[config.mk]
export PLATFORM = sky130hd
export DESIGN_NAME = pixel_packet_timestamp_tracker_unit
export DESIGN_NICKNAME = d
export VERILOG_FILES = /design/src/pptt_pkg.sv /design/src/pptt_cfg.sv /design/src/pptt_in_reg.sv /design/src/pptt_core.sv /design/src/pixel_packet_timestamp_tracker_unit.sv
export SDC_FILE = /design/constraint.sdc
export NUM_CORES = 1
export LEC_CHECK = 0
export BUFFER_PORTS_ARGS = -buffer_cell sky130_fd_sc_hd__clkbuf_2
export CORE_UTILIZATION = 57
export DETAILED_ROUTE_END_ITERATION = 8
export GPL_TIMING_DRIVEN = 0
export HOLD_SLACK_MARGIN = 0.03
export PLACE_DENSITY = 0.78
export SKIP_CTS_REPAIR_TIMING = 1
export SLEW_MARGIN = 10
export SYNTH_ARGS = -nofsm -noshare
export SYNTH_HDL_FRONTEND = slang
export SYNTH_SLANG_ARGS = --single-unit
[constraint.sdc]
create_clock -name clk -period 7.8 [get_ports clk]
set_clock_uncertainty 0.2 [all_clocks]
set_input_delay 1.17 -clock clk [delete_from_list [all_inputs] [get_ports clk]]
set_output_delay 1.17 -clock clk [all_outputs]
set_load 0.005 [all_outputs]
[src/pptt_pkg.sv]
// shared types and constants for the pixel packet timestamp tracker
// no dependencies; imported by every module of the block
package pptt_pkg;

  localparam int WORD_W     = 64;
  localparam int TIME_W     = 48;
  localparam int HALF_W     = 32;
  localparam int EXT_W      = TIME_W - HALF_W;
  localparam int LAYOUT_W   = 8;
  localparam int COUNT_W    = 13;
  localparam int CFG_INDEX_W = 1;
  localparam int CFG_DATA_W  = 1;

  // configuration register indexes
  localparam logic [CFG_INDEX_W-1:0] CFG_USE_GLOBAL_TIME = 1'd0;
  localparam logic [CFG_INDEX_W-1:0] CFG_EMIT_HITS       = 1'd1;

  // result kinds
  localparam logic KIND_HIT    = 1'b0;
  localparam logic KIND_HEADER = 1'b1;

  // header signature bytes
  localparam logic [7:0] HDR_BYTE0 = 8'h54;  // 'T'
  localparam logic [7:0] HDR_BYTE1 = 8'h50;  // 'P'
  localparam logic [7:0] HDR_BYTE2 = 8'h58;  // 'X'

  // packet type codes in the top byte
  localparam logic [7:0] TOP_TRIGGER    = 8'h6F;
  localparam logic [3:0] NIB_GLOBAL     = 4'h4;
  localparam logic [3:0] NIB_HIT        = 4'hB;
  localparam logic [3:0] SUB_TIMER_LOW  = 4'h4;
  localparam logic [3:0] SUB_TIMER_HIGH = 4'h5;

  // local-mode rollover threshold
  localparam logic [HALF_W-1:0] ROLL_GAP = 32'h8000_0000;

  typedef struct packed {
    logic use_global_time;
    logic emit_hits;
  } cfg_t;

  typedef struct packed {
    logic                result_kind;
    logic [WORD_W-1:0]   raw_hit;
    logic [TIME_W-1:0]   trigger_time;
    logic [TIME_W-1:0]   global_time;
    logic [LAYOUT_W-1:0] chip_layout;
    logic [COUNT_W-1:0]  chunk_packets;
  } result_t;

endpackage

[src/pptt_cfg.sv]
// configuration registers of the timestamp tracker
// depends on pptt_pkg
module pptt_cfg (
  input  logic                             clk,
  input  logic                             rst,
  input  logic                             cfg_valid,
  output logic                             cfg_ready,
  input  logic [pptt_pkg::CFG_INDEX_W-1:0] cfg_index,
  input  logic [pptt_pkg::CFG_DATA_W-1:0]  cfg_data,
  output pptt_pkg::cfg_t                   cfg
);
  import pptt_pkg::*;

  assign cfg_ready = 1'b1;

  always_ff @(posedge clk) begin
    if (rst) begin
      cfg.use_global_time <= 1'b1;
      cfg.emit_hits       <= 1'b1;
    end else if (cfg_valid && cfg_ready) begin
      unique case (cfg_index)
        CFG_USE_GLOBAL_TIME: cfg.use_global_time <= cfg_data[0];
        CFG_EMIT_HITS:       cfg.emit_hits       <= cfg_data[0];
      endcase
    end
  end

endmodule

[src/pptt_in_reg.sv]
// input register stage: captures one detector word per accepted handshake
// depends on pptt_pkg
module pptt_in_reg (
  input  logic                        clk,
  input  logic                        rst,
  input  logic                        in_valid,
  output logic                        in_stall,
  input  logic [pptt_pkg::WORD_W-1:0] packet_word,
  input  logic                        advance,
  output logic                        word_valid,
  output logic [pptt_pkg::WORD_W-1:0] word
);
  import pptt_pkg::*;

  // hold while the processing stage cannot take the buffered word
  assign in_stall = word_valid && !advance;

  always_ff @(posedge clk) begin
    if (rst) begin
      word_valid <= 1'b0;
    end else if (!in_stall) begin
      word_valid <= in_valid;
    end
  end

  always_ff @(posedge clk) begin
    if (in_valid && !in_stall) begin
      word <= packet_word;
    end
  end

endmodule

[src/pptt_core.sv]
// timestamp state, word classification and result register
// depends on pptt_pkg
module pptt_core (
  input  logic                        clk,
  input  logic                        rst,
  input  pptt_pkg::cfg_t              cfg,
  input  logic                        word_valid,
  input  logic [pptt_pkg::WORD_W-1:0] word,
  output logic                        advance,
  output logic                        out_valid,
  input  logic                        out_stall,
  output pptt_pkg::result_t           result
);
  import pptt_pkg::*;

  logic [TIME_W-1:0]  trigger_clock, trigger_clock_next;
  logic [TIME_W-1:0]  global_clock, global_clock_next;
  logic [HALF_W-1:0]  timer_low_half, timer_low_half_next;
  logic [COUNT_W-1:0] packets_left, packets_left_next;

  logic              fire;
  logic              is_hdr, is_trig, is_glob, is_hit;
  logic [7:0]        top;
  logic [HALF_W-1:0] t, cur;
  logic [EXT_W-1:0]  hi_global, hi_local;
  logic              roll_local;
  logic [TIME_W-1:0] glob_val;
  logic              emit;
  result_t           res_next;

  assign advance = !out_valid || !out_stall;
  assign fire    = word_valid && advance;

  assign top     = word[63:56];
  assign is_hdr  = (word[7:0] == HDR_BYTE0) && (word[15:8] == HDR_BYTE1) &&
                   (word[23:16] == HDR_BYTE2);
  assign is_trig = (top == TOP_TRIGGER);
  assign is_glob = (top[7:4] == NIB_GLOBAL);
  assign is_hit  = (top[7:4] == NIB_HIT);

  // trigger extension
  assign t          = word[43:12];
  assign cur        = trigger_clock[HALF_W-1:0];
  assign hi_global  = global_clock[TIME_W-1:HALF_W] +
                      {{(EXT_W-1){1'b0}}, (t < global_clock[HALF_W-1:0])};
  assign roll_local = (t < cur) && ((cur - t) > ROLL_GAP);
  assign hi_local   = trigger_clock[TIME_W-1:HALF_W] + {{(EXT_W-1){1'b0}}, roll_local};

  // global time from the high half packet and the stored low half
  assign glob_val = {word[31:16], timer_low_half};

  always_comb begin
    trigger_clock_next  = trigger_clock;
    global_clock_next   = global_clock;
    timer_low_half_next = timer_low_half;
    packets_left_next   = packets_left;
    emit                = 1'b0;

    res_next.result_kind   = KIND_HIT;
    res_next.raw_hit       = word;
    res_next.trigger_time  = trigger_clock;
    res_next.global_time   = cfg.use_global_time ? global_clock : '0;
    res_next.chip_layout   = '0;
    res_next.chunk_packets = '0;

    if (is_hdr) begin
      packets_left_next      = word[63:51];
      emit                   = 1'b1;
      res_next.result_kind   = KIND_HEADER;
      res_next.raw_hit       = '0;
      res_next.chip_layout   = word[39:32];
      res_next.chunk_packets = word[63:51];
    end else if (packets_left != '0) begin
      packets_left_next = packets_left - 1'b1;
      if (is_trig) begin
        trigger_clock_next = {(cfg.use_global_time ? hi_global : hi_local), t};
      end else if (is_glob) begin
        if (cfg.use_global_time) begin
          if (top[3:0] == SUB_TIMER_LOW) begin
            timer_low_half_next = word[47:16];
          end else if (top[3:0] == SUB_TIMER_HIGH && glob_val != '0) begin
            global_clock_next = glob_val;
          end
        end
      end else if (is_hit) begin
        emit = cfg.emit_hits && (trigger_clock != '0) &&
               (!cfg.use_global_time || global_clock != '0);
      end
    end
  end

  always_ff @(posedge clk) begin
    if (rst) begin
      trigger_clock  <= '0;
      global_clock   <= '0;
      timer_low_half <= '0;
      packets_left   <= '0;
      out_valid      <= 1'b0;
    end else begin
      if (fire) begin
        trigger_clock  <= trigger_clock_next;
        global_clock   <= global_clock_next;
        timer_low_half <= timer_low_half_next;
        packets_left   <= packets_left_next;
      end
      if (advance) begin
        out_valid <= fire && emit;
      end
    end
  end

  always_ff @(posedge clk) begin
    if (fire && emit) begin
      result <= res_next;
    end
  end

  // a hit result only goes out once a trigger time is known
  a_hit_has_trigger: assert property (@(posedge clk) disable iff (rst)
    (out_valid && result.result_kind == KIND_HIT) |-> (result.trigger_time != '0))
    else $error("hit result with zero trigger time");

  // global time once set never returns to zero outside reset
  a_global_sticky: assert property (@(posedge clk) disable iff (rst)
    (!$past(rst) && $past(global_clock) != '0) |-> (global_clock != '0))
    else $error("global clock cleared");

  // a non-header word only ever counts the chunk down
  a_count_down: assert property (@(posedge clk) disable iff (rst)
    (fire && !is_hdr && packets_left != '0) |=> (packets_left == $past(packets_left) - 1'b1))
    else $error("packet count not decremented");

  // without an open chunk a plain word changes no timestamp
  a_idle_hold: assert property (@(posedge clk) disable iff (rst)
    (fire && !is_hdr && packets_left == '0) |=>
      ($stable(trigger_clock) && $stable(global_clock) && $stable(timer_low_half)))
    else $error("state changed outside a chunk");

endmodule

[src/pixel_packet_timestamp_tracker_unit.sv]
// top level of the pixel packet timestamp tracker
// depends on pptt_pkg, pptt_cfg, pptt_in_reg, pptt_core
//
// Takes 64-bit detector words and keeps the trigger and global timestamps of
// the readout stream. A word whose low three bytes spell the chunk signature
// opens a chunk of (size >> 3) packets and gives a header word with the
// layout byte; inside a chunk, trigger packets extend the 32-bit trigger time
// to 48 bits, global packets build the 48-bit global time, and hit packets,
// if enabled, go out raw with the timestamps in use once known. Throughput is
// one word per clock when not stalled, set by the single register-to-register
// update of the timestamp state. Words pass the input register, then the
// result register. Words that produce nothing still take their slot.
// Configuration writes are always ready and should only be issued while idle.
module pixel_packet_timestamp_tracker_unit (
  input  logic                             clk,
  input  logic                             rst,
  // configuration write channel
  input  logic                             cfg_valid,
  output logic                             cfg_ready,
  input  logic [pptt_pkg::CFG_INDEX_W-1:0] cfg_index,
  input  logic [pptt_pkg::CFG_DATA_W-1:0]  cfg_data,
  // input word channel
  input  logic                             in_valid,
  output logic                             in_stall,
  input  logic [pptt_pkg::WORD_W-1:0]      packet_word,
  // result word channel
  output logic                             out_valid,
  input  logic                             out_stall,
  output logic                             result_kind,
  output logic [pptt_pkg::WORD_W-1:0]      raw_hit,
  output logic [pptt_pkg::TIME_W-1:0]      trigger_time,
  output logic [pptt_pkg::TIME_W-1:0]      global_time,
  output logic [pptt_pkg::LAYOUT_W-1:0]    chip_layout,
  output logic [pptt_pkg::COUNT_W-1:0]     chunk_packets
);
  import pptt_pkg::*;

  cfg_t              cfg;
  logic              advance;
  logic              word_valid;
  logic [WORD_W-1:0] word;
  result_t           result;

  // mode and extraction control
  pptt_cfg u_cfg (
    .clk       (clk),
    .rst       (rst),
    .cfg_valid (cfg_valid),
    .cfg_ready (cfg_ready),
    .cfg_index (cfg_index),
    .cfg_data  (cfg_data),
    .cfg       (cfg)
  );

  // input register, back-pressured only by a held result
  pptt_in_reg u_in_reg (
    .clk         (clk),
    .rst         (rst),
    .in_valid    (in_valid),
    .in_stall    (in_stall),
    .packet_word (packet_word),
    .advance     (advance),
    .word_valid  (word_valid),
    .word        (word)
  );

  // classification, timestamp update and result register
  pptt_core u_core (
    .clk        (clk),
    .rst        (rst),
    .cfg        (cfg),
    .word_valid (word_valid),
    .word       (word),
    .advance    (advance),
    .out_valid  (out_valid),
    .out_stall  (out_stall),
    .result     (result)
  );

  // result fields onto their own ports
  assign result_kind   = result.result_kind;
  assign raw_hit       = result.raw_hit;
  assign trigger_time  = result.trigger_time;
  assign global_time   = result.global_time;
  assign chip_layout   = result.chip_layout;
  assign chunk_packets = result.chunk_packets;

endmodule

==> out/qor_table.md <==
| Result | Value | Unit |
|---|---|---|
| Die Height | 177 | um |
| H-tree Lvls | 2 | - |
| Worst Hold Path EP | u_core.packets_left[3] | - |
| Warnings from Yosys | 0 | - |
| Setup slack after layout | 1.90 | ns |
| Tightest Pin Transition | 0.868 | ns |
| Worst Hold Launch | u_core.packets_left[3] | - |
| Maximum number of pins on one net before global-route repair | 65 | - |
| Placer congestion estimate | 0.952 | - |
| Maximum buffer depth of the clock tree | 3 | - |
| Final setup TNS | 0 | ns |
| Residual antenna-violating net count after detailed routing | 0 | - |
| Peak per-stage delay on the critical path | 0.64 | ns |
| Unique masters post-synth | 74 | - |
| Min Hold Slack | 0.269 | ns |
| Depth of the most critical reg-to-reg path | 20 | - |
| Fraction of registers with async set/reset | 0 | % |
| Library cell occupying the most area in the post-synthesis netlist | sky130_fd_sc_hd__edfxtp_1 | - |
| Leading cell types by count after synthesis | sky130_fd_sc_hd__edfxtp_1, sky130_fd_sc_hd__nand2_1, sky130_fd_sc_hd__nor2_1 | - |
| TritonCTS clock tree | yes | - |
| Starting utilization of the core area | 58.4 | % |
| Total routing resource utilization after global routing | 31.7 | % |
| Detailed Route Iter0 Violations | 1288 | - |
| Maximum operating frequency | 0.169 | GHz |
| First-pass detailed-route iteration total | 5 | - |
| Fillcell total | 2284 | - |
| Cells taking the most area after synthesis | sky130_fd_sc_hd__edfxtp_1, sky130_fd_sc_hd__dfxtp_1, sky130_fd_sc_hd__ha_1, sky130_fd_sc_hd__nand2_1, sky130_fd_sc_hd__a21oi_1 | - |
| Overall via count from detail_route | 13700 | - |
| Total Nets Final | 2043 | - |
| DP HPWL | 37.1 | mm |
| Startpoint of the worst-slack reg-to-reg timing path | u_in_reg.word[25] | - |
| Register-to-register setup slack | 1.90 | ns |
| Placement Rows | 63 | - |
| Synthesis-to-layout area growth | 18.3 | % |
| TritonCTS sink count | 391 | - |
| Overall power after layout | 4.74 | mW |
| Final WL | 49.6 | mm |
| Diodes inserted | 0 | - |
| Vias in the first global route | 12800 | - |
| First-pass GRT wire length | 74.5 | mm |
| Horizontal die dimension | 177 | um |
| Min-Delay Path Depth | 2 | - |
| Number of max-cap violations | 0 | - |
| Clock period minus worst slack | 5.90 | ns |
| Standby leakage power | 8.06 | nW |
| Setup Slack @ Placement | 2.07 | ns |
| Clock transition at the registers of the reported paths | 0.06 | ns |
| Initial antenna violation count | 2 | - |
| Critical Path, Cell by Cell | inv_1, ha_1, clkbuf_1, nand4_1, or2_2, o22ai_1, or4b_4, a21oi_1, o21ai_0, xor2_1, o211ai_1, a21oi_1, ha_1, nand3_1, nor2_1, and3_1, nor3b_1, nand2_1, o21ai_0, a211oi_2 | - |
| Number of input and output port buffers inserted | 253 | - |
| Avg Synthesized Cell Area | 10.9 | um2 |
| Placed Cells incl. Taps | 2251 | - |
| Worst IR drop on VDD | 229 | uV |
| Final worst path period share | 75.6 | % |
| Worst rel slew slack | 42.1 | % |
| Io pins | 256 | - |
| CORE AREA | 29900 | um2 |
| Setup violations, final | 0 | - |
| Final number of hold-violating endpoints | 0 | - |
| Register area share after synthesis | 58.9 | % |
| Post-Synthesis Cell Area | 17500 | um2 |
| Worst Hold Class | reg -> reg | - |
| Commonest register cell after synthesis | sky130_fd_sc_hd__edfxtp_1 | - |
| Maximum fanout count along the critical path | 10 | - |
| Worst Path Required | 7.99 | ns |
| Startpoint types | flop | - |
| Detailed-route vias per instance | 5.88 | - |
| Fraction of final layout cells sized beyond drive strength 1 | 19.8 | % |
| Source-to-sink clock delay at the later pin of the worst-skew pair | 0.54 | ns |
| Die area | 31300 | um2 |
| Power density over cell area | 230 | nW/um2 |
| Routed wire length per instance | 21.3 | um |
| Syn nets | 1743 | - |
| Number of flops mapped to enable cells by yosys | 246 | - |
| Type of the worst setup path | reg -> reg | - |
| Congestion Overflow GR | 0 | - |
| Area fraction of the dominant cell type after synthesis | 42.3 | % |
| Endpoint of the most critical register-to-register path | u_core.trigger_clock[45] | - |
| Critical Path AT | 6.09 | ns |
| Outcome | completed | - |
| CTS root buf | sky130_fd_sc_hd__clkbuf_16 | - |
| Register bit count reported by yosys | 391 | - |
| Post-Synthesis Cells | 1603 | - |
| Num CTS Buffers | 40 | - |
| Setup repair after global routing missed its margin | false | - |
| DRC violations left | 0 | - |
| Cell with the largest stage delay on the worst path | sky130_fd_sc_hd__edfxtp_1 | - |
| Most instantiated library cell after synthesis | sky130_fd_sc_hd__edfxtp_1 | - |
| Element type at the critical path end | flop | - |
| Max-slew violation total from the final report | 0 | - |
| Final instance count without filler cells | 2325 | - |
==> worst max-delay path: cells and delay by family, from the launching register on <==
kind	cells	cell delay, ns
xor+xnor	1	0.17
simple gates	8	2.35
compound gates	7	1.35
flops	1	0.64
fa+ha+maj	2	0.50
buf+inv	2	0.53
==> cell type report <==
class / instances / area, um2 / area share (%)
flip-flops and latches: 391 / 10300 / 49.8
multi-input cells: 1039 / 6460 / 31.3
repair buffers: 258 / 1390 / 6.73
clock buffers: 56 / 1130 / 5.49
well taps: 390 / 488 / 2.36
plain buffers: 95 / 427 / 2.07
inverters: 78 / 293 / 1.42
clock inverters: 18 / 161 / 0.782
==> through the flow <==
stage	cell area [um2]	utilization (%)
after detailed placement	19300	64.8
after global routing	20600	69.1
after floorplan	17500	-
after CTS	20600	69.1
final	20600	69.1
after global placement	19200	64.3
==> cell families after synthesis <==
family,synth area share [%]
multiplexers,3.04
adder cells (fa/ha/maj),4.99
buffers and inverters,4.12
flip-flops,58.9
AO/OA/AOI/OAI,10.2
other,0.0215
AND/OR/NAND/NOR,17.1
XOR/XNOR,1.61
==> state kept, by name, summed over array words and instances (netlist names) <==
name                   cells
u_core.timer_low_half     32
u_core.trigger_clock      48
u_core.packets_left       13
u_core.result            182
u_in_reg.word_valid        1
u_in_reg.word             64
u_cfg.cfg                  2
u_core.out_valid           1
u_core.global_clock       48
==> cell usage in the layout, fill, tap and decap left out, types with 6 or more instances in the layout <==
| master | count |
|---|---|
| sky130_fd_sc_hd__nor3_1 | 22 |
| sky130_fd_sc_hd__clkbuf_1 | 76 |
| sky130_fd_sc_hd__clkbuf_16 | 42 |
| sky130_fd_sc_hd__nand2b_1 | 8 |
| sky130_fd_sc_hd__or3_1 | 7 |
| sky130_fd_sc_hd__or2_2 | 6 |
| sky130_fd_sc_hd__nand4_1 | 34 |
| sky130_fd_sc_hd__a31oi_1 | 7 |
| sky130_fd_sc_hd__a21oi_1 | 127 |
| sky130_fd_sc_hd__o21a_1 | 7 |
| sky130_fd_sc_hd__ha_1 | 68 |
| sky130_fd_sc_hd__o21ai_0 | 39 |
| sky130_fd_sc_hd__nand3_1 | 31 |
| sky130_fd_sc_hd__a221oi_1 | 7 |
| sky130_fd_sc_hd__nor4_1 | 38 |
| sky130_fd_sc_hd__xor2_1 | 19 |
| sky130_fd_sc_hd__clkbuf_2 | 253 |
| sky130_fd_sc_hd__inv_1 | 76 |
| sky130_fd_sc_hd__dfxtp_1 | 145 |
| sky130_fd_sc_hd__and3_1 | 13 |
| sky130_fd_sc_hd__nand2_1 | 180 |
| sky130_fd_sc_hd__and2_1 | 64 |
| sky130_fd_sc_hd__nor2b_1 | 31 |
| sky130_fd_sc_hd__o21bai_1 | 6 |
| sky130_fd_sc_hd__edfxtp_1 | 246 |
| sky130_fd_sc_hd__xnor2_1 | 13 |
| sky130_fd_sc_hd__a21o_1 | 20 |
| sky130_fd_sc_hd__mux2i_1 | 53 |
| sky130_fd_sc_hd__clkinv_2 | 8 |
| sky130_fd_sc_hd__buf_2 | 23 |
| sky130_fd_sc_hd__nor2_1 | 146 |
| sky130_fd_sc_hd__a22oi_1 | 8 |
==> worst max path at each step <==
stage                 startpoint                       end  slack [ns]  depth (start not counted)
2_1_floorplan  u_in_reg.word[13]          u_core.result[0]        1.22                          5
3_3_place_gp   u_in_reg.word[20]        u_core.result[136]       -1.14                          5
3_5_place_dp   u_in_reg.word[20]  u_core.trigger_clock[45]        2.07                         20
4_1_cts        u_in_reg.word[20]  u_core.trigger_clock[45]        2.01                         20
5_1_grt        u_in_reg.word[25]  u_core.trigger_clock[45]        1.58                         20
6_report       u_in_reg.word[25]  u_core.trigger_clock[45]        1.90                         20
==> metal layers <==
| layer | part of all wire, % | GRT usage [%] | up-vias | wire, um |
|---|---|---|---|---|
| met5 | 0.024 | 0 | - | 12 |
| met3 | 8.9 | 6.31 | 93 | 4410 |
| met2 | 45 | 49.1 | 643 | 22200 |
| met1 | 43 | 44.7 | 6605 | 21500 |
| met4 | 3.1 | 10.1 | 2 | 1550 |
| li1 | - | - | 6328 | - |
==> power by group <==
part | total [mW] | internal [mW] | switching, mW
registers | 2.32 | 2.25 | 0.0771
logic | 0.524 | 0.209 | 0.315
clock network | 1.89 | 1.09 | 0.801
total | 4.74 | 3.55 | 1.19
No activity file was read; power rests on OpenSTA's default activity.
